<file path="config.mk">
export PLATFORM = sky130hd
export DESIGN_NAME = tdma_beacon_wake_scheduler
export DESIGN_NICKNAME = d
export VERILOG_FILES = /design/src/sv/tbws_pkg.sv /design/src/sv/tdma_beacon_wake_scheduler.sv /design/src/sv/tbws_ctrl.sv /design/src/sv/tbws_dpath.sv
export SDC_FILE = /design/constraint.sdc
export NUM_CORES = 2
export LEC_CHECK = 0
export BUFFER_PORTS_ARGS = -buffer_cell sky130_fd_sc_hd__clkbuf_2
export CAP_MARGIN = 10
export CORE_UTILIZATION = 25
export CTS_BUF_LIST = sky130_fd_sc_hd__clkbuf_8
export DETAILED_ROUTE_END_ITERATION = 12
export GPL_TIMING_DRIVEN = 0
export PLACE_DENSITY = 0.49
export SYNTH_ARGS = -nofsm -noshare
export SYNTH_HDL_FRONTEND = slang
export SYNTH_SLANG_ARGS = --single-unit
</file>
<file path="constraint.sdc">
create_clock -name clk -period 17.7 [get_ports clk]
set_input_delay 0 -clock clk [delete_from_list [all_inputs] [get_ports clk]]
set_output_delay 0 -clock clk [all_outputs]
set_load 0.005 [all_outputs]
</file>
<file path="src/sv/tbws_pkg.sv">
// Shared types and constants of the beacon wake scheduler.
// Used by tbws_ctrl, tbws_dpath and tdma_beacon_wake_scheduler; depends on nothing.
package tbws_pkg;

	localparam int CFG_W       = 22;
	localparam int CFG_IDX_W   = 3;
	localparam int US_PER_MS   = 1000;
	localparam int MIN_SLEEP_US = 100000;
	localparam int PROD_W      = 32;

	localparam logic [CFG_IDX_W-1:0] CFG_FRAME  = 3'd0;
	localparam logic [CFG_IDX_W-1:0] CFG_WINDOW = 3'd1;
	localparam logic [CFG_IDX_W-1:0] CFG_FIRST  = 3'd2;
	localparam logic [CFG_IDX_W-1:0] CFG_SLOT   = 3'd3;
	localparam logic [CFG_IDX_W-1:0] CFG_RETRY  = 3'd4;

	localparam logic [CFG_W-1:0] FRAME_RST  = 22'd60000;
	localparam logic [CFG_W-1:0] WINDOW_RST = 22'd5000;
	localparam logic [CFG_W-1:0] FIRST_RST  = 22'd300000;
	localparam logic [CFG_W-1:0] SLOT_RST   = 22'd10000;
	localparam logic [CFG_W-1:0] RETRY_RST  = 22'd10000;

	localparam logic [1:0] KIND_MOTION = 2'd0;
	localparam logic [1:0] KIND_WAKE   = 2'd1;
	localparam logic [1:0] KIND_DONE   = 2'd2;
	localparam logic [1:0] KIND_NONE   = 2'd3;

	localparam logic [1:0] ACT_INIT   = 2'd0;
	localparam logic [1:0] ACT_LISTEN = 2'd1;
	localparam logic [1:0] ACT_TX     = 2'd2;
	localparam logic [1:0] ACT_SLEEP  = 2'd3;

	typedef enum logic [1:0] {
		MODE_FIRST  = 2'd0,
		MODE_LISTEN = 2'd1,
		MODE_TX     = 2'd2,
		MODE_NONE   = 2'd3
	} mode_t;

	typedef enum logic [3:0] {
		ST_IDLE,
		ST_DISPATCH,
		ST_WAKE_OUT,
		ST_RETRY_MUL,
		ST_SLOT_MUL,
		ST_ADD_WAKE,
		ST_PER_MUL,
		ST_HALF_MUL,
		ST_PROJ,
		ST_CMP,
		ST_DIV,
		ST_FIX,
		ST_WNEXT,
		ST_SLEEP
	} state_t;

	typedef enum logic [3:0] {
		OP_NONE,
		OP_LOAD,
		OP_SET_BEACON,
		OP_MUL_RETRY,
		OP_MUL_SLOT,
		OP_MUL_PERIOD,
		OP_MUL_HALF,
		OP_WAKE_PROD,
		OP_WAKE_HALF_FRAME,
		OP_PROJ_INIT,
		OP_DIV_START,
		OP_DIV_STEP,
		OP_PROJ_FIX,
		OP_WAKE_NEXT,
		OP_WAKE_OUT,
		OP_SLEEP_OUT
	} dp_op_t;

	typedef struct packed {
		dp_op_t     op;
		logic [1:0] action;
		logic       light_valid;
		logic       light_on;
		logic       motion_wake_en;
		logic       radio_sleep;
	} ctl_cmd_t;

	typedef struct packed {
		logic [1:0] kind;
		logic       motion;
		logic       init_ok;
		logic       heard;
		logic       last_zero;
		logic       next_lt_target;
		logic       div_last;
		logic       out_free;
	} dp_stat_t;

endpackage

</file>
<file path="src/sv/tdma_beacon_wake_scheduler.sv">
// Top level of the beacon-synchronised TDMA sleep and wake scheduler.
// Instantiates tbws_ctrl and tbws_dpath; depends on tbws_pkg.
//
// Each input beat is one event (motion wake, timer wake or round-done report)
// and produces one result beat, except a beat of kind 3, which is consumed
// silently. One event is handled at a time: s_tready is high only while the
// block is idle, and a finished result waits in the output register while the
// next beat is taken. A motion or timer wake goes straight to its result, as
// does a report that only goes back to sleep; a round-done report that
// schedules the transmit slot or a retry first multiplies and adds, and one
// that projects the next beacon multiplies the period and half window and
// may run the bit-serial remainder unit, which steps one bit of the beacon
// distance per cycle. A result is held back until the output register is
// free. Configuration writes land at once and are to be made while no event
// is in flight.
module tdma_beacon_wake_scheduler #(
	parameter int TIME_BITS = 48
) (
	input  logic                                  clk,
	input  logic                                  arst_n,
	input  logic                                  cfg_wen,
	input  logic [tbws_pkg::CFG_IDX_W-1:0]        cfg_index,
	input  logic [tbws_pkg::CFG_W-1:0]            cfg_data,
	input  logic                                  s_tvalid,
	output logic                                  s_tready,
	// now_us, motion_level, init_ok, beacon_heard, zero padding
	input  logic [((TIME_BITS+3+7)/8)*8-1:0]      s_tdata,
	// kind
	input  logic [1:0]                            s_tuser,
	output logic                                  m_tvalid,
	input  logic                                  m_tready,
	// listen_window_ms, light_valid, light_on, next_wake_us, sleep_us,
	// motion_wake_enabled, wake_level, radio_sleep_cmd, zero padding
	output logic [((2*TIME_BITS+27+7)/8)*8-1:0]   m_tdata,
	// action
	output logic [1:0]                            m_tuser
);
	import tbws_pkg::*;

	ctl_cmd_t cmd;
	dp_stat_t stat;

	tbws_ctrl u_ctrl (
		.clk      (clk),
		.arst_n   (arst_n),
		.s_tvalid (s_tvalid),
		.s_tready (s_tready),
		.stat     (stat),
		.cmd      (cmd)
	);

	tbws_dpath #(
		.TIME_BITS (TIME_BITS)
	) u_dpath (
		.clk       (clk),
		.arst_n    (arst_n),
		.cfg_wen   (cfg_wen),
		.cfg_index (cfg_index),
		.cfg_data  (cfg_data),
		.s_tdata   (s_tdata),
		.s_tuser   (s_tuser),
		.cmd       (cmd),
		.stat      (stat),
		.m_tvalid  (m_tvalid),
		.m_tready  (m_tready),
		.m_tdata   (m_tdata),
		.m_tuser   (m_tuser)
	);

`ifndef ASSERT_OFF
	a_busy_after_beat: assert property (@(posedge clk) disable iff (!arst_n)
		s_tvalid && s_tready |=> !s_tready)
		else $error("Scheduler took a beat while still busy.");

	a_sleep_floor: assert property (@(posedge clk) disable iff (!arst_n)
		m_tvalid && m_tuser == ACT_SLEEP |->
		m_tdata[2*TIME_BITS+23:TIME_BITS+24] >= TIME_BITS'(MIN_SLEEP_US))
		else $error("Sleep duration below the minimum.");

	a_wake_fields_clear: assert property (@(posedge clk) disable iff (!arst_n)
		m_tvalid && m_tuser != ACT_SLEEP |-> m_tdata[2*TIME_BITS+26:CFG_W] == '0)
		else $error("Wake result carries sleep fields.");
`endif

endmodule

</file>
<file path="src/sv/tbws_ctrl.sv">
// Controller of the beacon wake scheduler: sequencing state machine and node flags.
// Depends on tbws_pkg; drives tbws_dpath through a command struct.
module tbws_ctrl (
	input  logic              clk,
	input  logic              arst_n,
	input  logic              s_tvalid,
	output logic              s_tready,
	input  tbws_pkg::dp_stat_t stat,
	output tbws_pkg::ctl_cmd_t cmd
);
	import tbws_pkg::*;

	state_t state_q, state_d;
	mode_t  rm_q, rm_d;
	logic   ready_q, ready_d;
	logic   asleep_q, asleep_d;
	logic   txp_q, txp_d;
	logic   armed_q, armed_d;
	logic   lvl_q, lvl_d;
	logic   lv_q, lv_d;
	logic   lon_q, lon_d;

	always_ff @(posedge clk or negedge arst_n) begin
		if (!arst_n) begin
			state_q  <= ST_IDLE;
			rm_q     <= MODE_FIRST;
			ready_q  <= 1'b0;
			asleep_q <= 1'b0;
			txp_q    <= 1'b0;
			armed_q  <= 1'b0;
			lvl_q    <= 1'b0;
			lv_q     <= 1'b0;
			lon_q    <= 1'b0;
		end else begin
			state_q  <= state_d;
			rm_q     <= rm_d;
			ready_q  <= ready_d;
			asleep_q <= asleep_d;
			txp_q    <= txp_d;
			armed_q  <= armed_d;
			lvl_q    <= lvl_d;
			lv_q     <= lv_d;
			lon_q    <= lon_d;
		end
	end

	assign s_tready = (state_q == ST_IDLE);

	always_comb begin
		state_d  = state_q;
		rm_d     = rm_q;
		ready_d  = ready_q;
		asleep_d = asleep_q;
		txp_d    = txp_q;
		armed_d  = armed_q;
		lvl_d    = lvl_q;
		lv_d     = lv_q;
		lon_d    = lon_q;
		cmd.op             = OP_NONE;
		cmd.action         = ACT_INIT;
		cmd.light_valid    = 1'b0;
		cmd.light_on       = 1'b0;
		cmd.motion_wake_en = 1'b0;
		cmd.radio_sleep    = 1'b0;
		unique case (state_q)
			ST_IDLE: begin
				if (s_tvalid) begin
					cmd.op  = OP_LOAD;
					state_d = ST_DISPATCH;
				end
			end
			ST_DISPATCH: begin
				unique case (stat.kind)
					KIND_MOTION: begin
						lv_d    = 1'b1;
						lon_d   = !lvl_q;
						state_d = ST_SLEEP;
					end
					KIND_WAKE: begin
						state_d = ST_WAKE_OUT;
					end
					KIND_DONE: begin
						rm_d  = MODE_NONE;
						lv_d  = 1'b0;
						lon_d = 1'b0;
						if (rm_q == MODE_FIRST && !stat.init_ok) begin
							state_d = ST_RETRY_MUL;
						end else begin
							if (rm_q == MODE_FIRST) begin
								ready_d  = 1'b1;
								asleep_d = 1'b0;
							end
							if ((rm_q == MODE_FIRST || rm_q == MODE_LISTEN) && stat.heard) begin
								txp_d   = 1'b1;
								cmd.op  = OP_SET_BEACON;
								state_d = ST_SLOT_MUL;
							end else if (txp_q) begin
								state_d = ST_SLEEP;
							end else begin
								state_d = ST_PER_MUL;
							end
						end
					end
					KIND_NONE: begin
						state_d = ST_IDLE;
					end
				endcase
			end
			ST_WAKE_OUT: begin
				if (stat.out_free) begin
					cmd.op  = OP_WAKE_OUT;
					state_d = ST_IDLE;
					if (!ready_q) begin
						rm_d       = MODE_FIRST;
						cmd.action = ACT_INIT;
					end else begin
						asleep_d = 1'b0;
						armed_d  = 1'b1;
						if (txp_q) begin
							txp_d      = 1'b0;
							rm_d       = MODE_TX;
							cmd.action = ACT_TX;
						end else begin
							rm_d       = MODE_LISTEN;
							cmd.action = ACT_LISTEN;
						end
					end
				end
			end
			ST_RETRY_MUL: begin
				cmd.op  = OP_MUL_RETRY;
				state_d = ST_ADD_WAKE;
			end
			ST_SLOT_MUL: begin
				cmd.op  = OP_MUL_SLOT;
				state_d = ST_ADD_WAKE;
			end
			ST_ADD_WAKE: begin
				cmd.op  = OP_WAKE_PROD;
				state_d = ST_SLEEP;
			end
			ST_PER_MUL: begin
				cmd.op  = OP_MUL_PERIOD;
				state_d = ST_HALF_MUL;
			end
			ST_HALF_MUL: begin
				cmd.op  = OP_MUL_HALF;
				state_d = ST_PROJ;
			end
			ST_PROJ: begin
				if (stat.last_zero) begin
					cmd.op  = OP_WAKE_HALF_FRAME;
					state_d = ST_SLEEP;
				end else begin
					cmd.op  = OP_PROJ_INIT;
					state_d = ST_CMP;
				end
			end
			ST_CMP: begin
				if (stat.next_lt_target) begin
					cmd.op  = OP_DIV_START;
					state_d = ST_DIV;
				end else begin
					cmd.op  = OP_WAKE_NEXT;
					state_d = ST_SLEEP;
				end
			end
			ST_DIV: begin
				cmd.op = OP_DIV_STEP;
				if (stat.div_last) begin
					state_d = ST_FIX;
				end
			end
			ST_FIX: begin
				cmd.op  = OP_PROJ_FIX;
				state_d = ST_WNEXT;
			end
			ST_WNEXT: begin
				cmd.op  = OP_WAKE_NEXT;
				state_d = ST_SLEEP;
			end
			ST_SLEEP: begin
				if (stat.out_free) begin
					cmd.op             = OP_SLEEP_OUT;
					cmd.action         = ACT_SLEEP;
					cmd.light_valid    = lv_q;
					cmd.light_on       = lon_q;
					cmd.motion_wake_en = armed_q;
					cmd.radio_sleep    = !asleep_q;
					lvl_d              = stat.motion;
					asleep_d           = 1'b1;
					state_d            = ST_IDLE;
				end
			end
			default: begin
				state_d = ST_IDLE;
			end
		endcase
	end

endmodule

</file>
<file path="src/sv/tbws_dpath.sv">
// Datapath of the beacon wake scheduler: configuration, time registers, the
// millisecond multiplier, the bit-serial remainder unit and the result register.
// Depends on tbws_pkg; commanded by tbws_ctrl.
module tbws_dpath #(
	parameter int TIME_BITS = 48
) (
	input  logic                            clk,
	input  logic                            arst_n,
	input  logic                            cfg_wen,
	input  logic [tbws_pkg::CFG_IDX_W-1:0]  cfg_index,
	input  logic [tbws_pkg::CFG_W-1:0]      cfg_data,
	input  logic [((TIME_BITS+3+7)/8)*8-1:0] s_tdata,
	input  logic [1:0]                      s_tuser,
	input  tbws_pkg::ctl_cmd_t              cmd,
	output tbws_pkg::dp_stat_t              stat,
	output logic                            m_tvalid,
	input  logic                            m_tready,
	output logic [((2*TIME_BITS+27+7)/8)*8-1:0] m_tdata,
	output logic [1:0]                      m_tuser
);
	import tbws_pkg::*;

	localparam int OUT_W = ((2*TIME_BITS+27+7)/8)*8;
	localparam int EW    = (TIME_BITS + 2 > 64) ? 64 : TIME_BITS + 2;
	localparam int CNT_W = $clog2(EW + 1);

	logic [CFG_W-1:0] frame_q, window_q, first_q, slot_q, retry_q;

	logic [1:0]           kind_q;
	logic [TIME_BITS-1:0] now_q;
	logic                 motion_q, init_ok_q, heard_q;

	logic [TIME_BITS-1:0] last_q, wake_q;
	logic [PROD_W-1:0]    prod_q, period_q, half_q;
	logic [EW-1:0]        next_q, target_q, d_q;
	logic [PROD_W-1:0]    r_q;
	logic [CNT_W-1:0]     cnt_q;

	logic                 out_valid_q;
	logic [OUT_W-1:0]     out_data_q;
	logic [1:0]           out_user_q;

	logic [CFG_W-1:0]     mul_a;
	logic [PROD_W-1:0]    mul_p;
	logic [PROD_W:0]      r_shift;
	logic [PROD_W:0]      r_sub;
	logic [TIME_BITS-1:0] rem_raw, rem;
	logic [OUT_W-1:0]     wake_data, sleep_data;
	logic                 out_free;

	always_ff @(posedge clk or negedge arst_n) begin
		if (!arst_n) begin
			frame_q  <= FRAME_RST;
			window_q <= WINDOW_RST;
			first_q  <= FIRST_RST;
			slot_q   <= SLOT_RST;
			retry_q  <= RETRY_RST;
		end else if (cfg_wen) begin
			unique case (cfg_index)
				CFG_FRAME:  frame_q  <= cfg_data;
				CFG_WINDOW: window_q <= cfg_data;
				CFG_FIRST:  first_q  <= cfg_data;
				CFG_SLOT:   slot_q   <= cfg_data;
				CFG_RETRY:  retry_q  <= cfg_data;
				default: ;
			endcase
		end
	end

	always_comb begin
		unique case (cmd.op)
			OP_MUL_RETRY:  mul_a = retry_q;
			OP_MUL_SLOT:   mul_a = slot_q;
			OP_MUL_PERIOD: mul_a = (frame_q == '0) ? CFG_W'(1) : frame_q;
			OP_MUL_HALF:   mul_a = window_q;
			default:       mul_a = '0;
		endcase
		mul_p = PROD_W'(mul_a) * PROD_W'(US_PER_MS);
	end

	assign r_shift = {r_q, d_q[EW-1]};
	assign r_sub   = r_shift - {1'b0, period_q};

	always_ff @(posedge clk) begin
		unique case (cmd.op)
			OP_LOAD: begin
				kind_q    <= s_tuser;
				now_q     <= s_tdata[TIME_BITS-1:0];
				motion_q  <= s_tdata[TIME_BITS];
				init_ok_q <= s_tdata[TIME_BITS+1];
				heard_q   <= s_tdata[TIME_BITS+2];
			end
			OP_MUL_RETRY, OP_MUL_SLOT: prod_q <= mul_p;
			OP_MUL_PERIOD: period_q <= mul_p;
			OP_MUL_HALF:   half_q   <= {1'b0, mul_p[PROD_W-1:1]};
			OP_PROJ_INIT: begin
				next_q   <= EW'(last_q) + EW'(period_q);
				target_q <= EW'(now_q) + EW'(half_q);
			end
			OP_DIV_START: begin
				d_q   <= target_q - next_q;
				r_q   <= '0;
				cnt_q <= CNT_W'(EW);
			end
			OP_DIV_STEP: begin
				d_q   <= {d_q[EW-2:0], 1'b0};
				r_q   <= r_sub[PROD_W] ? r_shift[PROD_W-1:0] : r_sub[PROD_W-1:0];
				cnt_q <= cnt_q - CNT_W'(1);
			end
			OP_PROJ_FIX: begin
				next_q <= target_q + ((r_q == '0) ? EW'(0) : EW'(period_q - r_q));
			end
			default: ;
		endcase
	end

	always_ff @(posedge clk or negedge arst_n) begin
		if (!arst_n) begin
			last_q <= '0;
			wake_q <= '0;
		end else begin
			unique case (cmd.op)
				OP_SET_BEACON:      last_q <= now_q;
				OP_WAKE_PROD:       wake_q <= now_q + TIME_BITS'(prod_q);
				OP_WAKE_HALF_FRAME: wake_q <= now_q + TIME_BITS'(period_q >> 1);
				OP_WAKE_NEXT:       wake_q <= TIME_BITS'(next_q - EW'(half_q));
				default: ;
			endcase
		end
	end

	always_comb begin
		rem_raw = (wake_q > now_q) ? wake_q - now_q : '0;
		rem     = (rem_raw < TIME_BITS'(MIN_SLEEP_US)) ? TIME_BITS'(MIN_SLEEP_US) : rem_raw;

		wake_data = '0;
		unique case (cmd.action)
			ACT_INIT:   wake_data[CFG_W-1:0] = first_q;
			ACT_LISTEN: wake_data[CFG_W-1:0] = window_q;
			default:    wake_data[CFG_W-1:0] = '0;
		endcase

		sleep_data = '0;
		sleep_data[CFG_W]                            = cmd.light_valid;
		sleep_data[CFG_W+1]                          = cmd.light_on;
		sleep_data[CFG_W+2 +: TIME_BITS]             = wake_q;
		sleep_data[CFG_W+2+TIME_BITS +: TIME_BITS]   = rem;
		sleep_data[CFG_W+2+2*TIME_BITS]              = cmd.motion_wake_en;
		sleep_data[CFG_W+3+2*TIME_BITS]              = !motion_q;
		sleep_data[CFG_W+4+2*TIME_BITS]              = cmd.radio_sleep;
	end

	assign out_free = !out_valid_q || m_tready;

	always_ff @(posedge clk or negedge arst_n) begin
		if (!arst_n) begin
			out_valid_q <= 1'b0;
		end else if (cmd.op == OP_WAKE_OUT || cmd.op == OP_SLEEP_OUT) begin
			out_valid_q <= 1'b1;
		end else if (m_tready) begin
			out_valid_q <= 1'b0;
		end
	end

	always_ff @(posedge clk) begin
		if (cmd.op == OP_WAKE_OUT) begin
			out_data_q <= wake_data;
			out_user_q <= cmd.action;
		end else if (cmd.op == OP_SLEEP_OUT) begin
			out_data_q <= sleep_data;
			out_user_q <= cmd.action;
		end
	end

	assign m_tvalid = out_valid_q;
	assign m_tdata  = out_data_q;
	assign m_tuser  = out_user_q;

	assign stat.kind           = kind_q;
	assign stat.motion         = motion_q;
	assign stat.init_ok        = init_ok_q;
	assign stat.heard          = heard_q;
	assign stat.last_zero      = (last_q == '0);
	assign stat.next_lt_target = (next_q < target_q);
	assign stat.div_last       = (cnt_q == CNT_W'(1));
	assign stat.out_free       = out_free;

endmodule
</file>
==> results.env <==
INITIAL_CORE_UTIL=0.252
RSZ0062_AT_GRT='no'
SYNTHFLOPTYPE='sky130_fd_sc_hd__edfxtp_1'
ROUTE.DETAILED.WL_PER_INST_UM=20.5
SLEW_HEADROOM=0.104
ROUTE.VIAS.TOTAL=41000
CLK_ROOT_BUFFER_CELL='sky130_fd_sc_hd__clkbuf_8'
CTS_BUFFER_DEPTH=3
FLOORPLAN.IO_PINS=220
HOLD_PATH.STARTPOINT='cfg_index[1]'
DRT_DRC_VIOLATIONS_LEFT=0
HPWLAFTERDP_MM=136
PORT_BUFFERS=209
R2R_SLACK_PS=6680
LAYOUT-DRIVE-GT1-SHARE=0.123
DRTANTENNAVIOLNETS=0
SYNTH_COMPOUND_AREA_FRAC=0.196
FINAL_CELLS=8212
GRT_PASS1_VIAS=39700
NETLIST_INSTANCES=5057
FINAL-SETUP-VIOL-COUNT=0
SYNTHESIZED_FLOP_AND_LATCH_TOTAL=672
POST_CTS_SETUP_REPAIR_BUFS=0
SLEW_VIOLATIONS=0
FINAL-SEQ-AREA_UM2=18100
DP_CELLS=7814
DIE_WIDTH_UM=443
STATIC-LEAKAGE-POWER_uW=0.0243
YS_TOP_CELLS_BY_AREA='sky130_fd_sc_hd__edfxtp_1 22%, sky130_fd_sc_hd__ha_1 11%, sky130_fd_sc_hd__dfrtp_1 9.8%, sky130_fd_sc_hd__xnor2_1 4.5%, sky130_fd_sc_hd__dfxtp_1 4.2%'
LAYOUT.FILLER_CELLS=20300
NUMBER_OF_ANTENNA_VIOLATIONS_AT_THE_FIRST_CHECK_IN_GLOBAL_ROUTING=12
DIE_H_UM=443
POWER.DENSITY_nW_PER_UM2=180
SYNTH.YOSYS.SEQ_AREA_SHARE=0.373
CTS_MAX_LEVEL=3
TRITONCTS='done'
TIMING_WORST_SLEW_PIN_VALUE_PS=1330
FLOORPLAN_ROW_COUNT=161
FINAL_CORE_UTILIZATION=0.298
VDD_DROP_MAX_uV=90.0
SYNTH_WARNINGS=0
POST_SYNTH_FA_HA_MAJ_AREA_FRACTION=0.143
SYN_TO_FINAL_GROWTH_PCT=18.1
TOTALNEGATIVESETUPSLACK_PS=0
AVGSYNTHCELLAREA_UM2=9.60
SYNTHDOMINANTCELLAREASHARE=0.217
TOTAL_ROUTING_RESOURCE_UTILIZATION_AFTER_GLOBAL_ROUTING=0.167
FIRST_ITER_VIOLATIONS=3610
MAX_CAP_VIOLATIONS=0
ROUTED_VIA_DENSITY=4.99
CRIT_FANOUT=10
YS_ASYNC_SR_FRACTION=0.327
COMBINED_AREA_OF_ALL_SYNTHESIZED_CELLS_UM2=48600
HOLD_END='u_dpath.retry_q[21]$_DFFE_PN0P_'
CRITPATHLAUNCHTYPE='flip-flop'
YOSYSTOPAREACELL='sky130_fd_sc_hd__edfxtp_1'
EDFF_COUNT_SYNTH=351
SYNTH_TOP_FAMILY_BY_AREA='compound AO/OA/AOI/OAI gates'
GLOBAL_ROUTE_WIRE_LENGTH_BEFORE_REPAIR_MM=249
CRIT_SLOWEST_CELL='sky130_fd_sc_hd__nor4_1'
CRITICAL_PATH.ENDPOINT_TYPE='flip-flop'
PERIOD_SHARE=0.623
TIMING.CRITICAL_PATH.REQUIRED_PS=18300
CRITICAL_PATH_ARRIVAL_PS=11620
MULTIINPUTGATEAREA_UM2=28400
DIEAREA_UM2=196000
POST_SYNTHESIS_SHARE_OF_CELL_AREA_SPENT_ON_AND_OR_NAND_AND_NOR_GATES=0.134
CLKTRANSATPATHREGS_PS=60
CTS_NUM_SINKS=672
R2R-END='u_dpath.period_q[29]$_DFFE_PP_'
CLOCK_INSERTION_DELAY_WORST_SKEW_PS=870
LAYOUT.NETS=6162
FIRST_PASS_ITERS=6
SYNTH.MUX.AREA_FRACTION=0.0426
REG2REG_DEPTH=29
PERIOD_NEEDED_PS=11020
FINCLKSKEW_PS=65.6
FMAX_GHz=0.0907
GRT_START_MAX_NET_PINS=77
WORST_HOLD_PATH_TYPE='input port to flip-flop'
CORE_AREA_UM2=193000
GP_CONGESTION=0.941
WORSTSETUPPATHTYPE='flip-flop to flip-flop'
YOSYSUNIQUECELLTYPES=115
ROUTED_WIRELENGTH_MM=168
MAX_STAGE_DELAY_PS=1120
STATUS='finished clean'
NUMBER_OF_HOLD_VIOLATIONS_IN_THE_FINAL_REPORT=0
GRT-OVFL-TOTAL=0
HOLD_PATH_DEPTH=4
POST_SYNTHESIS_SHARE_OF_CELL_AREA_SPENT_ON_XOR_AND_XNOR_GATES=0.0673
CRITICAL_PATH.REG2REG.STARTPOINT='u_dpath.last_q[37]$_DFFE_PN0N_'
CTS_BUF_COUNT=117
## registers in the layout, summed over array words and instances, names as in the netlist, 32 cells and up
name and cells:
u_dpath.m_tdata 123, u_dpath.d_q 50, u_dpath.next_q 50, u_dpath.target_q 49
u_dpath.last_q 48, u_dpath.now_q 48, u_dpath.wake_q 48, u_dpath.r_q 32
## cells in the mapped netlist (all sizes together) (13+ instances only)
library cell	n
a2111oi	14
a41oi	17
or3	41
o21a	52
a22o	68
nor2b	57
a221oi	21
nor3	84
clkbuf	134
a21oi	382
o22ai	18
nor2	392
a22oi	28
or2	20
a32o	15
and2	37
o211ai	24
dfstp	30
o31ai	26
edfxtp	351
a21o	184
xor2	121
mux2	158
o21bai	44
nand3	93
dfxtp	101
ha	417
and4	14
and3	55
nand2b	72
mux2i	29
a211o	20
a211oi	36
nand2	351
xnor2	250
nand4	54
a31oi	61
dfrtp	190
o21ai	291
inv	378
a222oi	13
buf	32
a31o	13
fa	86
nor4	38
## area by class of cell
cell class / instances / area share
antenna: 10 / 0.000436
buffer: 166 / 0.0127
clock buffer: 136 / 0.0326
clock inverter: 88 / 0.0116
inverter: 379 / 0.0248
multi-input combinational: 3844 / 0.495
sequential: 672 / 0.316
tap: 2526 / 0.0551
timing repair buffer: 391 / 0.0523
## power by group
group	leakage, µW	switching, µW	internal, µW	total [µW]
sequential	0.00670	396	2360	2760
clock	0.00144	740	850	1590
combinational	0.0162	3760	2220	5970
## how the worst max path moves through the flow
stage	slack, ps	endpoint	cells after the start	startpoint
2_1_floorplan	7520	u_dpath.half_q[28]$_DFFE_PN_	27	u_ctrl.state_q[1]$_DFFE_PN0P_
3_3_place_gp	570	u_dpath.half_q[28]$_DFFE_PN_	26	u_ctrl.state_q[3]$_DFFE_PN0P_
3_5_place_dp	6730	u_dpath.half_q[26]$_DFFE_PN_	27	u_dpath.last_q[37]$_DFFE_PN0N_
4_1_cts	6710	u_dpath.prod_q[27]$_DFFE_PP_	27	u_dpath.last_q[37]$_DFFE_PN0N_
5_1_grt	6090	u_dpath.prod_q[29]$_DFFE_PP_	29	u_dpath.last_q[37]$_DFFE_PN0N_
6_report	6680	u_dpath.period_q[29]$_DFFE_PP_	29	u_dpath.last_q[37]$_DFFE_PN0N_
## worst max-delay path: cells and delay by family (launching register included)
family          cells  cell delay, ps
buf+inv             5            1090
simple gates       10            4090
flops               1             430
fa+ha+maj           5            2060
compound gates      9            3060
## per-layer routing
metal / wire (µm) / track usage / up-vias
met5: 25 / 0 / -
met3: 9050 / 0.0226 / 205
met2: 75600 / 0.266 / 1181
met4: 3650 / 0.0363 / 4
li1: - / - / 19500
met1: 80100 / 0.237 / 20000
## per-stage QoR
stage | hold slack [ps] | cell area, µm² | setup slack (ps) | total power (µW)
2_1_floorplan | -296 | 48600 | 7520 | 6640
3_3_place_gp | 178 | 52800 | 572 | 8600
3_5_place_dp | 74.8 | 53100 | 6730 | 8650
4_1_cts | 114 | 57300 | 6710 | 10300
5_1_grt | 187 | 57400 | 6090 | 11100
6_report | 213 | 57400 | 6680 | 10300
## kinds of logic after synthesis
kind of cell,Yosys count
AND/OR/NAND/NOR,1345
flip-flops,672
XOR/XNOR,371
other,1
adder cells (fa/ha/maj),503
multiplexers,187
buffers and inverters,545
AO/OA/AOI/OAI,1433
## repair_timing
action,CTS,global route
hold buffers,163,0
endpoints found under the hold margin,372,0
gates resized for setup,0,0
## cells in the final DEF, fill, tap and decap left out, types with 36 or more instances in the layout
| master | synthesis | layout |
|---|---|---|
| sky130_fd_sc_hd__edfxtp_1 | 351 | 351 |
| sky130_fd_sc_hd__clkbuf_2 | 1 | 211 |
| sky130_fd_sc_hd__mux2_2 | 158 | 158 |
| sky130_fd_sc_hd__nand2b_1 | 72 | 71 |
| sky130_fd_sc_hd__and3_1 | 55 | 54 |
| sky130_fd_sc_hd__clkbuf_8 | 4 | 141 |
| sky130_fd_sc_hd__nor2b_1 | 56 | 56 |
| sky130_fd_sc_hd__nand3_1 | 92 | 92 |
| sky130_fd_sc_hd__o21a_1 | 52 | 52 |
| sky130_fd_sc_hd__or3_1 | 39 | 39 |
| sky130_fd_sc_hd__a21oi_1 | 380 | 379 |
| sky130_fd_sc_hd__ha_1 | 417 | 417 |
| sky130_fd_sc_hd__o21ai_0 | 277 | 277 |
| sky130_fd_sc_hd__xor2_1 | 121 | 121 |
| sky130_fd_sc_hd__o21bai_1 | 44 | 44 |
| sky130_fd_sc_hd__xnor2_1 | 249 | 249 |
| sky130_fd_sc_hd__inv_1 | 378 | 417 |
| sky130_fd_sc_hd__fa_1 | 86 | 86 |
| sky130_fd_sc_hd__clkbuf_1 | 129 | 127 |
| sky130_fd_sc_hd__a22o_1 | 68 | 68 |
| sky130_fd_sc_hd__nor2_1 | 391 | 391 |
| sky130_fd_sc_hd__dlygate4sd3_1 | 0 | 162 |
| sky130_fd_sc_hd__nand4_1 | 54 | 54 |
| sky130_fd_sc_hd__nor3_1 | 81 | 77 |
| sky130_fd_sc_hd__a31oi_1 | 61 | 61 |
| sky130_fd_sc_hd__a21o_1 | 180 | 180 |
| sky130_fd_sc_hd__nand2_1 | 350 | 349 |
| sky130_fd_sc_hd__dfxtp_1 | 101 | 101 |
| sky130_fd_sc_hd__and2_1 | 36 | 36 |
| sky130_fd_sc_hd__nor4_1 | 37 | 36 |
| sky130_fd_sc_hd__dfrtp_1 | 190 | 190 |
(Power assumes the default switching activity.)
